## src/ssm_pkg.sv

```systemverilog
// shared types, constants and glyph tables for the seven-segment serializer
package ssm_pkg;

    localparam int NumDigits    = 4;
    localparam int BitsPerDigit = 8;
    localparam int ScanWidth    = $clog2(NumDigits);
    localparam int CountWidth   = $clog2(BitsPerDigit);

    // reciprocal constants: x / d == (x * Recip) >> Shift for every 16-bit x
    localparam logic [16:0] Recip10    = 17'd52429;
    localparam int          Shift10    = 19;
    localparam logic [16:0] Recip100   = 17'd83887;
    localparam int          Shift100   = 23;
    localparam logic [16:0] Recip1000  = 17'd67109;
    localparam int          Shift1000  = 26;

    localparam logic [7:0] DpBit = 8'h80;

    localparam logic [1:0] MODE_DP_TENS     = 2'd0;
    localparam logic [1:0] MODE_NO_DP       = 2'd1;
    localparam logic [1:0] MODE_DP_HUNDREDS = 2'd2;
    localparam logic [1:0] MODE_BLANK       = 2'd3;

    typedef logic [7:0] t_pattern;

    typedef enum logic {
        ACT_LOAD = 1'b0,
        ACT_TICK = 1'b1
    } t_action;

    typedef struct packed {
        t_action     action;
        logic [15:0] number_value;
    } t_in_item;

    typedef struct packed {
        logic [3:0] digit_enable_n;
        logic       serial_bit;
        logic       latch;
    } t_out_item;

    typedef struct packed {
        t_action     action;
        logic [15:0] number_value;
        logic [12:0] q10;
        logic [9:0]  q100;
        logic [6:0]  q1000;
    } t_quot;

    typedef struct packed {
        logic [3:0] digit_enable_n;
        t_pattern   pattern;
    } t_scan_item;

    function automatic t_pattern digit_glyph(input logic [3:0] digit);
        t_pattern g;
        case (digit)
            4'd0:    g = 8'h3F;
            4'd1:    g = 8'h06;
            4'd2:    g = 8'h5B;
            4'd3:    g = 8'h4F;
            4'd4:    g = 8'h66;
            4'd5:    g = 8'h6D;
            4'd6:    g = 8'h7D;
            4'd7:    g = 8'h07;
            4'd8:    g = 8'h7F;
            4'd9:    g = 8'h6F;
            default: g = 8'h00;
        endcase
        return g;
    endfunction

    function automatic t_pattern unit_glyph(input logic [1:0] mode);
        t_pattern g;
        unique case (mode)
            MODE_DP_TENS:     g = 8'h3E;
            MODE_NO_DP:       g = 8'h77;
            MODE_DP_HUNDREDS: g = 8'h73;
            MODE_BLANK:       g = 8'h00;
            default:          g = 8'h00;
        endcase
        return g;
    endfunction

endpackage

```

## src/seven_segment_mux_serializer.sv

```systemverilog
// top level of the multiplexed seven-segment display serializer
//
// A load item (action 0) takes the lowest three decimal digits of the number and stores
// their segment patterns plus a unit symbol picked by the configured mode, which may also
// set a decimal point; a tick item (action 1) sends the current scan digit's 8 pattern
// bits msb first, one output item per cycle unless the output stalls, with its active-low
// enable and a latch flag on the eighth bit, and steps the scan position as it is taken.
// Items pass an input register and a quotient register (reciprocal multiplies) before a
// tick's pattern is loaded into the output shifter. Loads are taken one per cycle unless
// a tick ahead waits for the shifter; a tick holds the shifter until its eighth bit is
// taken, and the next tick may load as that bit leaves. Items are handled in order.
module seven_segment_mux_serializer (
    input  logic                i_clk,
    input  logic                i_rst_n,
    input  logic                i_in_valid,
    output logic                o_in_stall,
    input  ssm_pkg::t_in_item   i_in_item,
    output logic                o_out_valid,
    input  logic                i_out_stall,
    output ssm_pkg::t_out_item  o_out_item,
    input  logic                i_cfg_valid,
    output logic                o_cfg_ready,
    input  logic [1:0]          i_cfg_data
);

    logic                r_in_valid;
    ssm_pkg::t_in_item   r_in_item;
    logic [1:0]          r_mode;
    logic                div_valid;
    ssm_pkg::t_quot      div_quot;
    logic                div_leave;
    logic                div_free;
    logic                in_free;
    logic                ser_ready;
    logic                store_write;
    logic                tick_go;
    ssm_pkg::t_scan_item scan_item;

    assign o_cfg_ready = 1'b1;

    always_ff @(posedge i_clk) begin
        if (!i_rst_n) begin
            r_mode <= ssm_pkg::MODE_DP_TENS;
        end else if (i_cfg_valid) begin
            r_mode <= i_cfg_data;
        end
    end

    assign store_write = div_valid && (div_quot.action == ssm_pkg::ACT_LOAD);
    assign tick_go     = div_valid && (div_quot.action == ssm_pkg::ACT_TICK) && ser_ready;
    assign div_leave   = store_write || tick_go;
    assign div_free    = !div_valid || div_leave;
    assign in_free     = !r_in_valid || div_free;
    assign o_in_stall  = !in_free;

    always_ff @(posedge i_clk) begin
        if (!i_rst_n) begin
            r_in_valid <= 1'b0;
        end else if (in_free) begin
            r_in_valid <= i_in_valid;
        end
    end

    always_ff @(posedge i_clk) begin
        if (in_free) begin
            r_in_item <= i_in_item;
        end
    end

    ssm_divide u_divide (
        .i_clk     (i_clk),
        .i_rst_n   (i_rst_n),
        .i_advance (div_free),
        .i_valid   (r_in_valid),
        .i_item    (r_in_item),
        .o_valid   (div_valid),
        .o_quot    (div_quot)
    );

    ssm_glyph_store u_glyph_store (
        .i_clk   (i_clk),
        .i_rst_n (i_rst_n),
        .i_mode  (r_mode),
        .i_quot  (div_quot),
        .i_write (store_write),
        .i_tick  (tick_go),
        .o_scan  (scan_item)
    );

    ssm_serializer u_serializer (
        .i_clk   (i_clk),
        .i_rst_n (i_rst_n),
        .i_load  (tick_go),
        .i_scan  (scan_item),
        .i_stall (i_out_stall),
        .o_ready (ser_ready),
        .o_valid (o_out_valid),
        .o_item  (o_out_item)
    );

endmodule

```

## src/ssm_divide.sv

```systemverilog
// quotient stage: number divided by 10, 100 and 1000 via reciprocal multiplies
module ssm_divide (
    input  logic             i_clk,
    input  logic             i_rst_n,
    input  logic             i_advance,
    input  logic             i_valid,
    input  ssm_pkg::t_in_item i_item,
    output logic             o_valid,
    output ssm_pkg::t_quot   o_quot
);

    logic [32:0]    prod10;
    logic [32:0]    prod100;
    logic [32:0]    prod1000;
    ssm_pkg::t_quot n_quot;
    ssm_pkg::t_quot r_quot;
    logic           r_valid;

    assign prod10   = 33'(i_item.number_value) * 33'(ssm_pkg::Recip10);
    assign prod100  = 33'(i_item.number_value) * 33'(ssm_pkg::Recip100);
    assign prod1000 = 33'(i_item.number_value) * 33'(ssm_pkg::Recip1000);

    always_comb begin
        n_quot.action       = i_item.action;
        n_quot.number_value = i_item.number_value;
        n_quot.q10          = prod10[ssm_pkg::Shift10 +: 13];
        n_quot.q100         = prod100[ssm_pkg::Shift100 +: 10];
        n_quot.q1000        = prod1000[ssm_pkg::Shift1000 +: 7];
    end

    always_ff @(posedge i_clk) begin
        if (!i_rst_n) begin
            r_valid <= 1'b0;
        end else if (i_advance) begin
            r_valid <= i_valid;
        end
    end

    always_ff @(posedge i_clk) begin
        if (i_advance) begin
            r_quot <= n_quot;
        end
    end

    assign o_valid = r_valid;
    assign o_quot  = r_quot;

endmodule

```

## src/ssm_glyph_store.sv

```systemverilog
// digit extraction, glyph lookup, pattern store and scan position
module ssm_glyph_store (
    input  logic                 i_clk,
    input  logic                 i_rst_n,
    input  logic [1:0]           i_mode,
    input  ssm_pkg::t_quot       i_quot,
    input  logic                 i_write,
    input  logic                 i_tick,
    output ssm_pkg::t_scan_item  o_scan
);

    logic [15:0]       ten_q10;
    logic [12:0]       ten_q100;
    logic [9:0]        ten_q1000;
    logic [3:0]        ones;
    logic [3:0]        tens;
    logic [3:0]        hundreds;
    ssm_pkg::t_pattern n_pat [ssm_pkg::NumDigits];
    ssm_pkg::t_pattern r_pat [ssm_pkg::NumDigits];
    logic [ssm_pkg::ScanWidth-1:0] r_scan;

    assign ten_q10   = 16'({i_quot.q10, 3'b000}) + 16'({i_quot.q10, 1'b0});
    assign ten_q100  = 13'({i_quot.q100, 3'b000}) + 13'({i_quot.q100, 1'b0});
    assign ten_q1000 = 10'({i_quot.q1000, 3'b000}) + 10'({i_quot.q1000, 1'b0});

    assign ones     = 4'(i_quot.number_value - ten_q10);
    assign tens     = 4'(i_quot.q10 - ten_q100);
    assign hundreds = 4'(i_quot.q100 - ten_q1000);

    always_comb begin
        n_pat[0] = ssm_pkg::unit_glyph(i_mode);
        n_pat[1] = ssm_pkg::digit_glyph(ones);
        n_pat[2] = ssm_pkg::digit_glyph(tens);
        n_pat[3] = ssm_pkg::digit_glyph(hundreds);
        if (i_mode == ssm_pkg::MODE_DP_TENS) begin
            n_pat[2] = n_pat[2] | ssm_pkg::DpBit;
        end else if (i_mode == ssm_pkg::MODE_DP_HUNDREDS) begin
            n_pat[3] = n_pat[3] | ssm_pkg::DpBit;
        end
    end

    always_ff @(posedge i_clk) begin
        if (!i_rst_n) begin
            for (int i = 0; i < ssm_pkg::NumDigits; i++) begin
                r_pat[i] <= '0;
            end
            r_scan <= '0;
        end else begin
            if (i_write) begin
                for (int i = 0; i < ssm_pkg::NumDigits; i++) begin
                    r_pat[i] <= n_pat[i];
                end
            end
            if (i_tick) begin
                r_scan <= r_scan + 1'b1;
            end
        end
    end

    // position 0 drives the top enable bit
    assign o_scan.pattern        = r_pat[r_scan];
    assign o_scan.digit_enable_n = ~(4'b1000 >> r_scan);

endmodule

```

## src/ssm_serializer.sv

```systemverilog
// output register shifting one digit pattern out msb first
module ssm_serializer (
    input  logic                i_clk,
    input  logic                i_rst_n,
    input  logic                i_load,
    input  ssm_pkg::t_scan_item i_scan,
    input  logic                i_stall,
    output logic                o_ready,
    output logic                o_valid,
    output ssm_pkg::t_out_item  o_item
);

    logic                           r_busy;
    logic [ssm_pkg::CountWidth-1:0] r_cnt;
    ssm_pkg::t_pattern              r_shift;
    logic [3:0]                     r_enable_n;
    logic                           take;
    logic                           last;

    assign take    = r_busy && !i_stall;
    assign last    = (r_cnt == ssm_pkg::CountWidth'(ssm_pkg::BitsPerDigit - 1));
    assign o_ready = !r_busy || (take && last);

    always_ff @(posedge i_clk) begin
        if (!i_rst_n) begin
            r_busy <= 1'b0;
            r_cnt  <= '0;
        end else if (i_load) begin
            r_busy <= 1'b1;
            r_cnt  <= '0;
        end else if (take) begin
            if (last) begin
                r_busy <= 1'b0;
            end
            r_cnt <= r_cnt + 1'b1;
        end
    end

    always_ff @(posedge i_clk) begin
        if (i_load) begin
            r_shift    <= i_scan.pattern;
            r_enable_n <= i_scan.digit_enable_n;
        end else if (take) begin
            r_shift <= {r_shift[6:0], 1'b0};
        end
    end

    assign o_valid               = r_busy;
    assign o_item.digit_enable_n = r_enable_n;
    assign o_item.serial_bit     = r_shift[7];
    assign o_item.latch          = last;

endmodule
```

## config.mk

```make
export PLATFORM = sky130hd
export DESIGN_NAME = seven_segment_mux_serializer
export DESIGN_NICKNAME = d
export VERILOG_FILES = /design/src/ssm_pkg.sv /design/src/seven_segment_mux_serializer.sv /design/src/ssm_divide.sv /design/src/ssm_glyph_store.sv /design/src/ssm_serializer.sv
export SDC_FILE = /design/constraint.sdc
export NUM_CORES = 1
export LEC_CHECK = 0
export BUFFER_PORTS_ARGS = -buffer_cell sky130_fd_sc_hd__clkbuf_2
export CORE_MARGIN = 1
export CORE_UTILIZATION = 45
export DETAILED_ROUTE_END_ITERATION = 6
export PLACE_DENSITY = 0.67
export SLEW_MARGIN = 20
export SYNTH_ARGS = -nofsm -noshare
export SYNTH_HDL_FRONTEND = slang
export SYNTH_SLANG_ARGS = --single-unit
```

## constraint.sdc

```tcl
create_clock -name i_clk -period 5.9 [get_ports i_clk]
set_clock_uncertainty 0.15 [all_clocks]
set_input_delay 0.295 -clock i_clk [delete_from_list [all_inputs] [get_ports i_clk]]
set_output_delay 0.295 -clock i_clk [all_outputs]
set_load 0.1 [all_outputs]
```

==> metrics <==
final worst path period share 96.6%; pin count of the biggest net entering global routing 27; first-pass GRT wire length around 53000 µm; drt drc 0; vias in the first global route between 9000 and 10000; Max-Cap Viols 0; H-tree levels 3; DR vias/cell 5.14; Die Y around 180 µm; Clock Pin Slew Worst Setup and Hold Paths ~0.080 ns; Core Area about 0.031 mm²; layout net count approximately 2000; clk buf depth 2; worst slew pin tran ~1.1 ns; HPWL after DPL a little under 30000 µm; routed via count 9263; CP Max Fanout 5; RSZ-0062 raised after global routing true; total CTS buffers 9; syn_nets around 1900; most frequent CP cell fa_1; Post-Syn Instances 1304; Die Width about 180 µm; overflow left after global routing 0; area of the die about 0.032 mm²; Seq/Total Area, Yosys ~17%; relative slew slack about a quarter; CTS root buffer clkbuf_16; max incr delay on CP 0.61 ns; Critical Setup Path Class flop to flop; CP Cell Sequence fa_2, inv_1, fa_1, inv_1, fa_1, fa_1, fa_1, inv_1, fa_1, inv_1, ha_1, nand4_1, nor4_2, nand4_1, o211ai_1, a21oi_1, xnor2_1; CP max-delay cell fa_2; VDD IR max 0.301 mV; Final Setup Violations 0; syn avg cell area between 10 and 15 µm²; area delta synth->final 10.2%; antenna cell count 0; shortest period the worst path allows between 5 and 6 ns; CTS tree yes; Final TNS setup 0 ns; row cnt 64; Req. time, crit path approximately 5.9 ns; port bufs 31; Critical Path AT 5.67 ns; Hold Fails Final Rpt 0; Post-Syn Area about 0.014 mm²; WL final between 30000 and 40000 µm; reg2reg start r_in_item[6]; first-pass iteration count of the detailed router 5; total chip power 7.82 mW; Antenna Nets Post-Route 0; share of cells above drive strength 1 8.83%; Cell variety after synth 54; CP Launch Point r_in_item[6]; Primary FF master, synth edfxtp_1; Worst setup SP type flop; Total Routing Usage GR a little under a quarter; post-layout util roughly half; Synth async-reset ratio 0%; Ports 33; Pleak 8.01 nW; PwrDens 508 mW/mm²; outcome complete, no violations; Yosys Warn Count 0; routed wire length per instance between 15 and 20 µm; crit path capture type flop; HP Class primary input to flop; clk sink count a little over 80; Initial Utilization between 40% and 50%; Seq cells post-synth 83; hold_sp i_in_item[4]; initial antenna violation count 0; fmax between 0.15 and 0.2 GHz; Worst-Skew Late Latency 0.37 ns; Iter 0 DRT Violations 479; gp weighted congestion 0.931; Post-synth EDFFs 71; Final Max Slew Viols 0
where the power goes:
group | internal, mW | switching (mW)
combinational | 2.75 | 3.62
sequential | 0.804 | 0.0736
clock | 0.293 | 0.283
cells in the mapped netlist, types with 2 or more instances:
| cell type | instances | area, µm² |
|---|---|---|
| ha_1 | 320 | 4000 |
| buf_4 | 3 | 22.5 |
| mux4_2 | 7 | 158 |
| and2_1 | 3 | 18.8 |
| nand4_1 | 8 | 50.1 |
| nor2_1 | 38 | 143 |
| o21a_1 | 5 | 37.5 |
| a21oi_1 | 39 | 195 |
| a2111oi_0 | 4 | 35.0 |
| inv_1 | 379 | 1420 |
| o211ai_1 | 5 | 37.5 |
| mux2i_1 | 8 | 80.1 |
| a21o_1 | 4 | 30.0 |
| nand2_1 | 40 | 150 |
| o21ai_1 | 6 | 30.0 |
| nor2b_1 | 5 | 31.3 |
| xor2_1 | 11 | 96.3 |
| clkbuf_1 | 7 | 26.3 |
| dfxtp_1 | 12 | 240 |
| xnor2_1 | 38 | 333 |
| nor4_1 | 3 | 18.8 |
| edfxtp_1 | 71 | 2130 |
| nand2b_1 | 3 | 18.8 |
| a22oi_1 | 3 | 22.5 |
| nand3_1 | 7 | 35.0 |
| nor3b_1 | 2 | 15.0 |
| fa_1 | 203 | 4060 |
| nor3_1 | 3 | 15.0 |
| or3_1 | 5 | 31.3 |
| o21ai_0 | 24 | 120 |
| mux2_2 | 10 | 113 |
| a211oi_1 | 5 | 37.5 |
| a31oi_1 | 2 | 12.5 |
cells in the final DEF, fill, tap and decap left out, drive strengths merged, types with 10 or more instances in the layout:
cell type / Yosys / layout
o21ai: 30 / 30
dfxtp: 12 / 12
edfxtp: 71 / 71
inv: 379 / 382
xnor2: 38 / 38
ha: 320 / 320
nor2: 38 / 38
clkbuf: 7 / 40
mux2: 10 / 10
a21oi: 39 / 39
nand2: 40 / 40
buf: 3 / 49
xor2: 11 / 11
fa: 203 / 203
dlygate4sd3: 0 / 15
cell families after synthesis:
| family | count (synthesis) | share of synthesized area (%) |
|---|---|---|
| adder cells (fa/ha/maj) | 523 | 57.7 |
| buffers and inverters | 389 | 10.5 |
| AND/OR/NAND/NOR | 124 | 4.19 |
| AO/OA/AOI/OAI | 110 | 5.02 |
| flip-flops | 83 | 17.0 |
| XOR/XNOR | 49 | 3.07 |
| multiplexers | 25 | 2.51 |
| other | 1 | 0.0268 |
worst paths after layout:
check	to	cells after the start	slack (ns)
setup reg to reg	u_divide.o_quot[9]	17	0.20
setup / recovery	u_divide.o_quot[9]	17	0.20
hold / removal	r_in_item[4]	1	0.02
hold reg to reg	u_divide.o_quot[46]	0	0.29
metrics by stage:
stage | std cells | area [µm²] | worst slack (ns) | hold slack (ns)
final | 1801 | 15400 | 0.203 | 0.0168
after global routing | 1801 | 15400 | -0.00216 | 0.000612
after global placement | 1766 | 14900 | 0.273 | 0.261
after CTS | 1796 | 15400 | 0.199 | 0.00512
after floorplan | 1304 | 14000 | 0.265 | 0.244
after detailed placement | 1766 | 14900 | 0.225 | 0.259
metal layers:
metal,share of wire (%),global-route usage (%)
met5,0,0
met4,3.4,8.12
met3,6.2,4.77
met2,48,38.1
met1,43,29.4
state kept, by name, summed over array words and instances, names as in the netlist, 2 cells and up, named ones only:
register                 flops
u_glyph_store.r_pat         26
u_serializer.r_shift         8
r_in_item                   17
u_glyph_store.r_scan         2
u_serializer.r_cnt           3
u_divide.o_quot             16
r_mode                       2
u_serializer.r_enable_n      4
final cells by class:
class	count	area, µm²
clock buffer	9	225
clock inverter	7	60.1
fill	2723	15200
inverter	379	1420
multi-input combinational	832	10200
sequential	83	2370
tap	396	495
timing repair buffer	95	673
what timing repair did:
action,CTS,global route
hold endpoints to repair,14,1
resized for setup,0,4
hold buffers,14,1
setup buffers,0,4
endpoints found under the setup margin,0,2
critical path, delay by kind of cell, from the launching register on:
kind            cells  cell delay (ns)
fa+ha+maj           7             3.47
simple gates        3             0.63
flops               1             0.48
compound gates      2             0.36
buf+inv             4             0.25
xor+xnor            1             0.13
Power figures use the tool's default switching activity.
